$ cat config.mk
export PLATFORM = sky130hd
export DESIGN_NAME = rdt_div
export DESIGN_NICKNAME = d
export VERILOG_FILES = /design/src/hw/rtl/rdt_pkg.sv /design/src/hw/rtl/rdt_div.sv
export SDC_FILE = /design/constraint.sdc
export NUM_CORES = 1
export LEC_CHECK = 0
export ABC_AREA = 1
export BUFFER_PORTS_ARGS = -buffer_cell sky130_fd_sc_hd__buf_2
export CAP_MARGIN = 20
export CORE_MARGIN = 5
export CORE_UTILIZATION = 25
export DETAILED_ROUTE_END_ITERATION = 6
export HOLD_SLACK_MARGIN = 0.12
export SLEW_MARGIN = 5
export SYNTH_ARGS = -nofsm -noshare
export SYNTH_HDL_FRONTEND = slang
export SYNTH_SLANG_ARGS = --single-unit
export TNS_END_PERCENT = 100
$ cat constraint.sdc
create_clock -name clk -period 15.1 [get_ports clk]
set_clock_uncertainty 0.1 [all_clocks]
set_input_delay 2.265 -clock clk [delete_from_list [all_inputs] [get_ports clk]]
set_output_delay 2.265 -clock clk [all_outputs]
set_load 0.01 [all_outputs]
$ cat src/hw/rtl/rdt_pkg.sv
// Package for the rotation derivative tensor core: widths, kinds, op codes
// and the saturating fixed-point helpers. No dependencies.
`default_nettype none
package rdt_pkg;
  localparam int DataWidth = 32;
  localparam int FracBits  = 16;
  localparam int Dim       = 3;

  typedef logic signed [DataWidth-1:0] word_t;

  localparam logic [1:0] KindLoadR = 2'd0;
  localparam logic [1:0] KindLoadU = 2'd1;
  localparam logic [1:0] KindComp  = 2'd2;

  localparam logic [2:0] OpAdd = 3'd0;
  localparam logic [2:0] OpSub = 3'd1;
  localparam logic [2:0] OpMul = 3'd2;

  localparam word_t WMax = {1'b0, {(DataWidth-1){1'b1}}};
  localparam word_t WMin = {1'b1, {(DataWidth-1){1'b0}}};

  function automatic word_t sat_wide(input logic signed [DataWidth:0] x);
    if (x > $signed({1'b0, WMax})) sat_wide = WMax;
    else if (x < $signed({1'b1, WMin})) sat_wide = WMin;
    else sat_wide = x[DataWidth-1:0];
  endfunction

  function automatic logic [3:0] idx(input logic [1:0] r, input logic [1:0] c);
    idx = 4'(r) * 4'd3 + 4'(c);
  endfunction
endpackage
`default_nettype wire

$ cat src/hw/rtl/rdt_div.sv
// Bit-serial restoring divider: (a << FracBits) / b, rounded half away, saturated.
// Depends on rdt_pkg.
`default_nettype none
module rdt_div (
  input  wire               clk,
  input  wire               rst_n,
  input  wire               start,
  input  rdt_pkg::word_t    a,
  input  rdt_pkg::word_t    b,
  output logic              done_r,
  output rdt_pkg::word_t    q_out
);
  localparam int W = rdt_pkg::DataWidth;
  localparam int F = rdt_pkg::FracBits;
  localparam int NW = W + F;
  localparam int CW = $clog2(NW + 1);
  logic [NW-1:0] num_r, q_r;
  logic [W:0] rem_r, rtry;
  logic [W-1:0] den_r;
  logic [CW-1:0] cnt_r;
  logic busy_r, neg_r;
  logic [NW:0] qr;
  logic [W:0] remsh;

  always_comb begin
    remsh = {rem_r[W-1:0], num_r[NW-1]};
    rtry = remsh - (W+1)'(den_r);
    qr = (NW+1)'(q_r) + (NW+1)'((W+1)'(rem_r) >= (W+1)'(den_r) - (W+1)'(rem_r));
    if (neg_r) begin
      if (qr > (NW+1)'({1'b1, {(W-1){1'b0}}})) q_out = rdt_pkg::WMin;
      else q_out = W'(-qr);
    end else begin
      if (qr > (NW+1)'(rdt_pkg::WMax)) q_out = rdt_pkg::WMax;
      else q_out = W'(qr);
    end
  end

  always_ff @(posedge clk) begin
    if (!rst_n) begin
      busy_r <= 1'b0;
      done_r <= 1'b0;
    end else begin
      done_r <= 1'b0;
      if (start) begin
        busy_r <= 1'b1;
        cnt_r <= CW'(NW);
        num_r <= {(a[W-1] ? W'(-a) : W'(a)), {F{1'b0}}};
        den_r <= b[W-1] ? W'(-b) : W'(b);
        neg_r <= a[W-1] ^ b[W-1];
        rem_r <= '0;
        q_r <= '0;
      end else if (busy_r) begin
        num_r <= num_r << 1;
        if (!rtry[W]) begin
          rem_r <= rtry;
          q_r <= {q_r[NW-2:0], 1'b1};
        end else begin
          rem_r <= remsh;
          q_r <= {q_r[NW-2:0], 1'b0};
        end
        cnt_r <= cnt_r - CW'(1);
        if (cnt_r == CW'(1)) begin
          busy_r <= 1'b0;
          done_r <= 1'b1;
        end
      end
    end
  end
endmodule
`default_nettype wire

# Word level (Yosys, flattened, before mapping)

Index checks and enable logic that the tools add are counted.

$add $sub $neg: 7
$lt $le $gt $ge: 3
Eq/ne operators: 1
Multiplexer cells: 16
Bitwise gates (word level): 3
Reduce and logical (&&, ||, !) cells: 4

Operators by type and width:

| operator               | count |
|---|---|
| $mux W48               | 3 |
| $mux W32               | 4 |
| $neg A32 Y32           | 3 |
| $mux W33               | 2 |
| $add A48 B1 Y49        | 1 |
| $gt A49 B31 Y1 const B | 1 |
| $gt A49 B32 Y1 const B | 1 |
| $ge A33 B33 Y1         | 1 |
| $sub A32 B33 Y33       | 1 |
| $sub A33 B32 Y33       | 1 |
| $mux W31               | 1 |
| $eq A6 B1 Y1 const B   | 1 |
| $mux W6                | 1 |
| $sub A6 B1 Y6 const B  | 1 |
| $mux W1                | 5 |
| $reduce_and A2 Y1      | 2 |
| $reduce_or A3 Y1       | 1 |
| $not A1 Y1             | 2 |
| $reduce_bool A2 Y1     | 1 |
| $xor A1 B1 Y1          | 1 |

Flip-flop bits (word level): 169
Input port bits: 67

# Longest topological paths before layout

Gate-level depths: netlist (run 1).

Depth after elaboration: 6
Mapped depth: 45
Depth with buffers taken out: 44

# Least setup slack after synthesis (run 1)

Ideal clock, no wire load.

Path type: reg-to-output
From: reg den_r[0]
To: out q_out[31]
Arrival time: 5.620 ns
Required time: 12.735 ns
Slack: 7.115 ns
Cell stages (with the launch flop): 37
Cells stage by stage: edfxtp_1 -> inv_1 -> ha_1 -> inv_1 -> fa_1 -> nand3_1 -> nand2_1 -> a21boi_0 -> o21ai_0 -> a21boi_0 -> o21ai_0 -> nand2_1 -> o21ai_0 -> xnor2_1 -> ha_1 -> nand2_1 -> nor4_1 -> a21boi_0 -> o21ai_0 -> nand2_1 -> nand2_1 -> nand2_1 -> nand2_1 -> ha_1 -> ha_1 -> nand2_2 -> nor2_2 -> nand2_4 -> xor2_1 -> nand2_1 -> nor3_1 -> nand3_1 -> nor2_4 -> nand3_1 -> nand2_1 -> nand2_1 -> a21oi_1

Longest elaborated chain between the ends: 6

Ends and longest elaborated chain:

| item                                   | RTL line                     | source |
|---|---|---|
| start: declaration                     | rdt_div.sv:19                | `logic [W-1:0] den_r;` |
| start signal: assignment               | rdt_div.sv:48                | `den_r <= b[W-1] ? W'(-b) : W'(b);` |
| $sub A32 B33 Y33 *                     | rdt_div.sv:28                | `qr = (NW+1)'(q_r) + (NW+1)'((W+1)'(rem_r) >= (W+1)'(den_r) - (W+1)'(rem_r));` |
| $ge A33 B33 Y1 *                       | rdt_div.sv:28                |  |
| $add A48 B1 Y49 *                      | rdt_div.sv:28                |  |
| $gt A49 B31 Y1 (tied with other cells) | rdt_div.sv:33                | `if (qr > (NW+1)'(rdt_pkg::WMax)) q_out = rdt_pkg::WMax;` |
| $mux W32, on equally long branches     | rdt_div.sv:33, rdt_div.sv:30 |  |
| $mux W32 *                             | rdt_div.sv:29                | `if (neg_r) begin` |
| end: declaration                       | rdt_div.sv:11                | `output rdt_pkg::word_t q_out` |

Mark *: on every way between the ends. The rest lies on a longest branch, timed or not.

# Worst setup path in the final report (run 1)

From: reg den_r[0]
To: out q_out[20]

The elaborated chain is that of the path after synthesis.

==> results of run 1 <==
==> sequential cells by signal (all words and copies together) (netlist names) <==
signal	count
rem_r	33
cnt_r	6
neg_r	1
num_r	32
den_r	32
done_r	1
busy_r	1
q_r	48
==> worst max-delay path: cells and delay by family (launching register included) <==
family	cells	cell delay, ps
xor gates and xnor gates	2	510
DFF	1	420
adders and majority gates	5	1270
and+or+nand+nor	22	2910
AOI/OAI and AO/OA	7	1740
buffers and inverters	3	300
==> cell families (layout without fill, tap and decap cells) <==
group	Yosys count	in the layout	share of synthesized area [%]
XOR/XNOR	129	129	7.49
AO/OA/AOI/OAI	298	298	10.7
AND/OR/NAND/NOR	1187	1187	33.4
adder cells (fa/ha/maj)	106	106	8.90
buffers and inverters	345	445	8.91
flip-flops	154	154	30.5
==> report_power, final <==
group | internal [W] | switching [W]
Sequential | 0.000533 | 0.0000483
Combinational | 0.000257 | 0.000453
Clock | 0.000241 | 0.000186
Total | 0.00103 | 0.000688
==> placed cells by master, fill, tap and decap left out, types with 4 or more instances in the layout <==
master     netlist  layout
nand2_2         19      19
nor4_1          10      10
buf_2            6      99
nand2_1        608     607
nand3_2          4       4
clkinv_1         2       5
o21ai_0        136     136
o21a_1           5       5
a21o_1           8       8
inv_2            4       4
a21boi_0         6       6
nand3_1        143     143
o31ai_1          4       4
nor3_1          30      30
nor2_2          12      13
o21bai_1         6       6
buf_4            3       7
nor2_1         295     294
a31oi_1          9       9
xnor2_1         47      47
xor2_1          82      82
edfxtp_1       152     152
a21oi_1        110     110
ha_1           104     104
nor2_4           7       7
nand3b_1         8       8
clkbuf_16        0      17
nand4_1         42      42
or2_2            4       4
inv_1          301     301
==> metal layers <==
layer / vias up / GRT usage (%)
li1: 7436 / -
met1: 6521 / 18.4
met2: 373 / 21.0
met3: 51 / 2.31
met4: 0 / 4.62
met5: - / 0
==> worst max-delay path by stage <==
stage,endpoint,slack [ps],start
2_1_floorplan,q_out[31],7120,den_r[0]
3_3_place_gp,q_out[20],5710,den_r[0]
3_5_place_dp,q_out[20],5630,den_r[0]
4_1_cts,q_out[20],5070,den_r[0]
5_1_grt,q_out[9],4350,den_r[0]
6_report,q_out[20],5100,den_r[0]
==> stage by stage <==
step / cells / utilization [%]
after floorplan: 2219 / -
after global placement: 3069 / 27.4
after detailed placement: 3069 / 27.4
after CTS: 3101 / 28.3
after global routing: 3101 / 28.3
final: 3101 / 28.3
==> area by class of cell <==
class                           count  area (µm²)
Tap cell                          782         978
Clock inverter                     13         128
Clock buffer                       19         433
Inverter                          307        1150
Fill cell                        6669       43000
Sequential cell                   154        4600
Timing Repair Buffer              106         548
Multi-Input combinational cell   1720        9140
==> reports/qor.yml, run 1 <==
setup_path:
  crit_fanout: 16
  cp_common_cell: "nand2_1"
  cp_slowest_cell: "a21boi_0"
  rr_worst_depth: 17
  worst_setup_path_end_kind: "output pin"
  r2r_start: "num_r[47]"
  worst_setup_path_start_kind: "flop"
  r2r_end: "rem_r[17]"
  cp.arrival_ps: 7630
  path_class: "flop to output pin"
  cpPeakStageDelay_ps: 460
  cp.required_ps: 12730
  rrSetupSlack_ps: 10440
sta:
  finalWorstSetupSlack_ps: 5100
  max_freq_mhz: 100
  worstMarginPinSlew_ps: 969
  setup_tns_ps: 0
  timing.slew.headroom_pct: 35.4
  whs_ps: 417
  setup_violations: 0
  period_share_pct: 66.2
  finalCriticalPeriod_ps: 10000
  rsz0062_at_grt: "no"
  slew_viol_final: 0
  hold_viol: 0
clock_network:
  clock_latency_ps: 480
  cts_made_buffers: 17
  clk_pin_slew_ps: 70
  cts_tree: "built"
  clockBufferDepth: 2
  htreeDepth: 4
  postCtsSetupRepairBufs: 0
  cts_resized: 0
  hold_buffers: 0
  clkSinkCount: 154
  clockRootBuffer: "clkbuf_16"
floorplanning:
  start_util_pct: 25.1
  fp-row-count: 90
  core-area_um2: 60000
  io_pins: 100
  dieArea_um2: 65300
  die_h_um: 256
  die_x_um: 256
route:
  wirelength_um: 44300
  wl_met1_um: 21300
  wl_met3_um: 2520
  drc_errors: 0
  drt_iter0_drc: 965
  wl_per_cell_um: 14.3
  topRoutingLayerUsed: "met4"
  vias: 14381
  firstDrtPassIters: 5
  vias_per_cell: 4.64
  ant_nets: 0
  wl_met2_um: 19400
placement:
  placed_area_um2: 16400
  io_buffers: 99
  place_congestion: 0.939
  dp_slack_ps: 5630
  hpwl_um: 35600
logic_synthesis:
  ys_types: 46
  synthCells: 2219
  synthTopCellsByArea: "edfxtp_1 (30%), nand2_1 (15%), ha_1 (8.6%), inv_1 (7.5%), nor2_1 (7.3%)"
  yosysTopAreaCell: "edfxtp_1"
  synthesis.area_um2: 15100
  yosysMostFrequentCell: "nand2_1"
  ys_seq_area_share_pct: 30.5
  avgSynthCellArea_um2: 6.79
  ys_seq_elements: 154
  synth_nets: 2392
  synth.top_cell.area_share_pct: 30.3
  synth_top_flop_cell: "edfxtp_1"
  synthTopCellsByCount: "nand2_1 (608), inv_1 (301), nor2_1 (295)"
  synth_warnings: 0
  synthArstFlopShare_pct: 0
  synth_edf_count: 152
final_layout:
  drive_above_1_share_pct: 8.19
  antenna_cells: 0
  finalInstanceArea_um2: 17000
  synthToLayoutAreaGrowth_pct: 12.6
  num-nets-final: 2479
worst_hold_path:
  min_path_cells: 2
  worstHoldStart: "num_r[40]"
  hold_path.class: "flop to flop"
  hold-path-endpoint: "num_r[41]"
pwr:
  p_leak_nw: 7.55
  p_total_w: 0.00172
  pwr_density_cell_nw_per_um2: 101
  irDropWorstVdd_mv: 0.0612
global_route:
  grt_pass1_wl_um: 70700
  grt_usage_pct: 13.3
  grt_max_degree: 74
  grt_pass1_vias: 13391
  antenna_found_initial: 0
  grt_overflow: 0
flow_run:
  drv_cap: 0
outcome:
  status: "finished, final reports clean"
Note: power is estimated with default switching activity, not from simulation.
==> inputs of run 2 (changes only) <==
--- a/config.mk
+++ b/config.mk
@@ -5,7 +5,7 @@
 export SDC_FILE = /design/constraint.sdc
 export NUM_CORES = 1
 export LEC_CHECK = 0
-export ABC_AREA = 1
+export ABC_AREA = 0
 export BUFFER_PORTS_ARGS = -buffer_cell sky130_fd_sc_hd__buf_2
 export CAP_MARGIN = 20
 export CORE_MARGIN = 5
==> constraint.sdc (replaced) <==
create_clock -name clk -period 8.85 [get_ports clk]
set_clock_uncertainty 0.1 [all_clocks]
set_input_delay 1.3275 -clock clk [delete_from_list [all_inputs] [get_ports clk]]
set_output_delay 1.3275 -clock clk [all_outputs]
set_load 0.01 [all_outputs]
==> reports/qor.yml, run 2 <==
setup_path:
  cp.arrival_ps: 7430  # -200 ps
  crit_fanout: 7  # -9
  cpPeakStageDelay_ps: 530  # +70 ps
  path_class: "flop to output pin"
  worst-path-buf-inv: 5  # +2
  worst_setup_path_start_kind: "flop"
  worst_setup_path_end_kind: "output pin"
  cp.required_ps: 7420  # -5310 ps
  crit_family: "compound AO/OA/AOI/OAI gates"
  cp_slowest_cell: "or4_4"
logic_synthesis:
  yosysTopAreaCell: "edfxtp_1"
  yosysMostFrequentCell: "edfxtp_1"
  synthArstFlopShare_pct: 0  # unchanged
  synth_top_flop_cell: "edfxtp_1"
  yosys.area_share.adder_pct: 9.43  # +0.54 points
  ys_seq_area_share_pct: 32.4  # +1.8 points
  synth_warnings: 0  # unchanged
  synth_compound_area_share_pct: 19.2  # +8.5 points
  synthesis.area_um2: 14200  # -5.7%
  synth_nets: 1821  # -24%
  synthCells: 1648  # -26%
  synthTopCellsByArea: "edfxtp_1 (32%), ha_1 (9.2%), xnor2_1 (5.0%), a21oi_1 (4.2%), xor2_1 (4.1%)"
  avgSynthCellArea_um2: 8.63  # +27%
  ys_seq_elements: 154  # unchanged
  synthTopCellsByCount: "edfxtp_1 (152), nor2_1 (146), a21oi_1 (119)"
  synth.top_cell.area_share_pct: 32.1  # +1.8 points
  synth_xor_xnor_area_share_pct: 9.05  # +1.6 points
  ys_types: 76  # +65%
  synthMuxAreaShare_pct: 2.86  # +2.9 points
  yosys.area_share.simple_pct: 22.1  # -11 points
  synth_edf_count: 152  # unchanged
  synth_top_family_by_area: "simple AND/OR/NAND/NOR gates"
route:
  ant_nets: 0  # unchanged
  wirelength_um: 38700  # -13%
  vias: 12924  # -10%
  vias_per_cell: 5.08  # +9.6%
  drt_iter0_drc: 1013  # +5.0%
  firstDrtPassIters: 7  # +2
  drc_errors: 0  # unchanged
  wl_per_cell_um: 15.2  # +6.7%
clock_network:
  clk_pin_slew_ps: 70  # about the same
  clock_latency_ps: 460  # -20 ps
  hold_buffers: 0  # unchanged
  clockBufferDepth: 2  # unchanged
  cts_made_buffers: 17  # unchanged
  clkSinkCount: 154  # unchanged
  clockRootBuffer: "clkbuf_16"
  htreeDepth: 4  # unchanged
  cts_tree: "built"
sta:
  worstMarginPinSlew_ps: 971  # +1.56 ps
  hold_viol: 0  # unchanged
  timing.slew.headroom_pct: 35.3  # -0.10 points
  slew_viol_final: 0  # unchanged
  setup_violations: 5  # +5
  rsz0062_at_grt: "yes"
  whs_ps: 347  # -69.6 ps
  period_share_pct: 100
  finalWorstSetupSlack_ps: -7.48  # -5110 ps
  max_freq_mhz: 113
  finalCriticalPeriod_ps: 8860
floorplanning:
  io_pins: 100  # unchanged
  die_h_um: 248  # -2.8%
  start_util_pct: 25.2  # +0.099 points
  fp-row-count: 87  # -3.3%
  core-area_um2: 56400  # -6.1%
  dieArea_um2: 61700  # -5.5%
  die_x_um: 248  # -2.8%
final_layout:
  n_fill_cell: 5977  # -10%
  synthToLayoutAreaGrowth_pct: 20.7
  stdcell_count: 2542  # -18%
  num-nets-final: 1946  # -22%
  drive_above_1_share_pct: 17.4  # +9.2 points
  max_flop_register: "q_r"
  regArea_um2: 4600  # unchanged
  mostFrequentLayoutCell: "edfxtp_1"
  antenna_cells: 0  # unchanged
  largest_register_ffs: 48  # unchanged
  reg.largest.list: "q_r (48), rem_r (33)"
  layout_common_cells: "edfxtp_1 (152), nor2_1 (142), a21oi_1 (111), buf_2 (98)"
  multiInputGateArea_um2: 9370  # +2.5%
global_route:
  grt_overflow: 0  # unchanged
  antenna_found_initial: 0  # unchanged
  grt_usage_pct: 12.0  # -1.2 points
  grt_pass1_vias: 12421  # -7.2%
  grt_pass1_wl_um: 63200  # -11%
  grt_max_degree: 89  # +20%
pwr:
  p_leak_nw: 6.66  # -12%
  pwr_density_cell_nw_per_um2: 167  # +65%
  irDropWorstVdd_mv: 0.106  # +73%
outcome:
  status: "finished, violations left"
  violations: "negative setup slack"
placement:
  io_buffers: 99  # unchanged
  hpwl_um: 28400  # -20%
  dp.cells: 2469  # -20%
  place_congestion: 0.897  # -4.6%
flow_run:
  drv_cap: 0  # unchanged
worst_hold_path:
  hold_path.class: "flop to flop"
## run 2: changes by cell type in the layout (fill, tap and decap cells not counted), sizes merged, moves of 20 or more
cell | before | now
o21ai | 138 | 84
or3 | 0 | 29
o31ai | 4 | 25
a21o | 8 | 48
inv | 306 | 102
nand2 | 629 | 93
buf | 106 | 181
o22ai | 0 | 23
nand2b | 0 | 20
mux2i | 0 | 35
nor2 | 315 | 147
xnor2 | 47 | 81
nor2b | 0 | 54
nand3 | 147 | 62
## run 2: worst register-to-register path, stage by stage (launching register included)
cell and delay, ps:
edfxtp_1 420, buf_4 160, ha_1 200, fa_1 410
nor2b_1 180, o31a_1 240, o2111ai_1 270, a21bo_2 290
a211o_1 340, a2111o_1 440, o211ai_1 140, buf_4 410
nand2b_1 380, o22ai_1 270
## run 2: per-stage QoR
stage / setup TNS [ps] / cell area (µm²) / setup slack, ps / util, % / total power, W
after floorplan: 0 / 14200 / 321 / - / 0.00168
after global placement: -883 / 15700 / -174 / 27.8 / 0.00191
after detailed placement: -3110 / 15700 / -254 / 27.8 / 0.00193
after CTS: 0 / 16700 / 25.8 / 29.7 / 0.00285
after global routing: -8620 / 17200 / -306 / 30.4 / 0.00306
final: -16.0 / 17200 / -7.48 / 30.4 / 0.00287
## run 2: layer usage
metal | track usage (%) | vias to the layer above | share of wire, % | wire, µm
met5 | 0 | - | 0 | 0
met4 | 3.67 | 0 | 1.8 | 680
met3 | 1.72 | 41 | 3.9 | 1520
met2 | 20.1 | 298 | 48 | 18400
met1 | 16.2 | 6209 | 47 | 18100
li1 | - | 6376 | - | -
## run 2: worst paths after layout
kind | from | end | slack (ps) | cells past startpoint
setup / recovery | den_r[0] | q_out[0] | -7 | 34
hold / removal | busy_r | done_r | 350 | 2
setup reg to reg | den_r[0] | rem_r[31] | 4420 | 13
hold reg to reg | busy_r | done_r | 350 | 2
## run 2: timing repair
action                     CTS  global route
gates cloned                 1             1
pin swaps                   35            55
gates resized for setup     54            54
buffers inserted            21            19
hold endpoints to repair     0             0
setup endpoints to repair   32            32
## run 2: area by class of cell
| type | instances | share of cell area [%] |
|---|---|---|
| Clock buffer | 18 | 2.50 |
| Clock inverter | 14 | 1.41 |
| Inverter | 100 | 2.19 |
| Multi-Input combinational cell | 1318 | 54.6 |
| Sequential cell | 154 | 26.8 |
| Tap cell | 756 | 5.51 |
| Timing Repair Buffer | 182 | 6.96 |
## run 2: power breakdown
part	switching [W]	total (W)	internal, W
clock network	0.000320	0.000851	0.000531
registers	0.0000665	0.000950	0.000883
logic	0.000594	0.00107	0.000476
total	0.000980	0.00287	0.00189
## run 2: logic make-up (layout without fill, tap and decap cells)
group | after synthesis | count (layout)
xor gates and xnor gates | 147 | 147
buffers and inverters | 176 | 314
muxes | 40 | 40
and+or+nand+nor | 599 | 599
AOI/OAI and AO/OA | 426 | 426
DFF | 154 | 154
adders and majority gates | 106 | 106
==> inputs of run 3 (changes only) <==
--- a/config.mk
+++ b/config.mk
@@ -8,6 +8,7 @@
 export ABC_AREA = 0
 export BUFFER_PORTS_ARGS = -buffer_cell sky130_fd_sc_hd__buf_2
 export CAP_MARGIN = 20
+export CORE_ASPECT_RATIO = 0.9
 export CORE_MARGIN = 5
 export CORE_UTILIZATION = 25
 export DETAILED_ROUTE_END_ITERATION = 6
==> reports/qor.yml, run 3 (synthesized netlist as in run 2, its figures left out) <==
outcome:
  status: "finished, violations left"
  violations: "design-rule violations"
clock_network:
  clock_latency_ps: 480  # +20 ps
  cts_made_buffers: 17  # unchanged
  clkSinkCount: 154  # unchanged
  clockBufferDepth: 2  # unchanged
  clockRootBuffer: "clkbuf_16"
  clk_pin_slew_ps: 70  # about the same
  cts_tree: "built"
  htreeDepth: 4  # unchanged
placement:
  dp.cells: 2476  # +0.28%
  hpwl_um: 28300  # -0.28%
  place_congestion: 0.917  # +2.3%
  placed_area_um2: 15700  # about the same
  io_buffers: 99  # unchanged
route:
  drc_errors: 1  # +1
  wl_per_cell_um: 15.2  # -0.42%
  vias: 12892  # -0.25%
  drt_iter0_drc: 1205  # +19%
  vias_per_cell: 5.03  # -1.1%
  firstDrtPassIters: 7  # unchanged
  wirelength_um: 38900  # +0.48%
  ant_nets: 0  # unchanged
global_route:
  grt_overflow: 0  # unchanged
  antenna_found_initial: 0  # unchanged
  grt_pass1_wl_um: 61900  # -2.1%
  grt_max_degree: 97  # +9.0%
  grt_usage_pct: 12.1  # +0.11 points
  grt_pass1_vias: 12158  # -2.1%
pwr:
  irDropWorstVdd_mv: 0.154  # +46%
  pwr_density_cell_nw_per_um2: 161  # -3.7%
  p_leak_nw: 6.66  # -0.12%
final_layout:
  layout_common_cells: "edfxtp_1 (152), nor2_1 (142), a21oi_1 (112), buf_2 (98), inv_1 (96)"
  stdcell_count: 2565  # +0.90%
  regArea_um2: 4600  # unchanged
  mostFrequentLayoutCell: "edfxtp_1"
  n_fill_cell: 5996  # +0.32%
  drive_above_1_share_pct: 17.6  # +0.20 points
  antenna_cells: 0  # unchanged
  num-nets-final: 1960  # +0.72%
  finalInstanceArea_um2: 17200  # about the same
  reg.largest.list: "q_r (48), rem_r (33)"
  max_flop_register: "q_r"
  multiInputGateArea_um2: 9340  # -0.28%
  largest_register_ffs: 48  # unchanged
  synthToLayoutAreaGrowth_pct: 20.6  # about the same
flow_run:
  drv_cap: 0  # unchanged
sta:
  hold_viol: 0  # unchanged
  timing.slew.headroom_pct: 37.6  # +2.3 points
  period_share_pct: 99.0  # -1.1 points
  finalCriticalPeriod_ps: 8760  # -97.5 ps
  setup_violations: 0  # -5
  worstMarginPinSlew_ps: 935  # -35.0 ps
  max_freq_mhz: 114  # +1.1%
  slew_viol_final: 0  # unchanged
  rsz0062_at_grt: "yes"
floorplanning:
  die_h_um: 236  # -4.9%
  core-area_um2: 56700  # +0.56%
  dieArea_um2: 61800  # about the same
  die_x_um: 261  # +5.2%
  start_util_pct: 25.1  # -0.14 points
  fp-row-count: 83  # -4.6%
  io_pins: 100  # unchanged
worst_hold_path:
  hold_path.class: "flop to flop"
  min_path_cells: 2  # unchanged
setup_path:
  crit_fanout: 7  # unchanged
  cp.required_ps: 7420  # about the same
  worst_setup_path_end_kind: "output pin"
  cp.arrival_ps: 7330  # -100 ps
  cp_slowest_cell: "or4_4"
  path_class: "flop to output pin"
  worst_setup_path_start_kind: "flop"
  cpPeakStageDelay_ps: 530  # about the same
  rr_worst_depth: 15  # +2
[run 3: cell types whose count changed in the layout (fill, tap and decap cells not counted), moves of 4 or more]
cell	change
o22ai_2	-4
nor4_2	-4
clkinv_4	+4
o22ai_1	+4
buf_4	+14
bufinv_16	-4
[run 3: repair_timing]
item                                    4_1_cts  5_1_grt
setup buffers                                24       32
gates resized for setup                      57       55
gates cloned                                  2        0
endpoints found under the setup margin       32       32
pin swaps                                    26       37
hold buffers                                  0        0
[run 3: worst max-delay path, delay by kind of cell (launching register included)]
kind / cells / cell delay (ps)
adder cells (fa/ha/maj): 4 / 780
flip-flops: 1 / 440
AO/OA/AOI/OAI: 13 / 2320
buffers and inverters: 3 / 450
AND/OR/NAND/NOR: 10 / 2380
multiplexers: 1 / 290
XOR/XNOR: 1 / 170
[run 3: where the power goes]
| group | internal [W] | leakage, nW | total [W] | switching [W] |
|---|---|---|---|---|
| logic | 0.000479 | 4.91 | 0.00108 | 0.000597 |
| clock network | 0.000413 | 0.272 | 0.000739 | 0.000326 |
| registers | 0.000883 | 1.48 | 0.000948 | 0.0000656 |
[run 3: layer usage]
layer | vias up | part of all wire, % | GRT usage, %
li1 | 6415 | - | -
met1 | 6035 | 48 | 17.1
met2 | 365 | 44 | 18.6
met3 | 77 | 5.4 | 2.64
met4 | 0 | 2.0 | 3.82
met5 | - | 0 | 0
[run 3: final timing paths]
check	slack (ps)	from	endpoint
worst max-delay path	90	den_r[5]	q_out[12]
worst min-delay path	350	busy_r	done_r
worst max register to register	4320	den_r[0]	rem_r[25]
worst min register to register	350	busy_r	done_r
[run 3: final cells by class]
class	count	share of cell area, %
Clock buffer	17	2.48
Clock inverter	15	0.883
Inverter	100	2.19
Multi-Input combinational cell	1318	54.5
Sequential cell	154	26.8
Tap cell	765	5.58
Timing Repair Buffer	196	7.54
[run 3: through the flow]
stage | power, W | setup TNS, ps | setup WS [ps] | util (%) | hold slack, ps
floorplan | 0.00168 | 0 | 321 | - | 315
global placement | 0.00192 | 0 | 68.9 | 27.6 | 332
detailed placement | 0.00194 | -268 | -99.7 | 27.6 | 343
CTS | 0.00274 | 0 | 13.7 | 29.4 | 355
global route | 0.00295 | -6090 | -254 | 30.2 | 399
finish | 0.00276 | 0 | 90.0 | 30.2 | 352
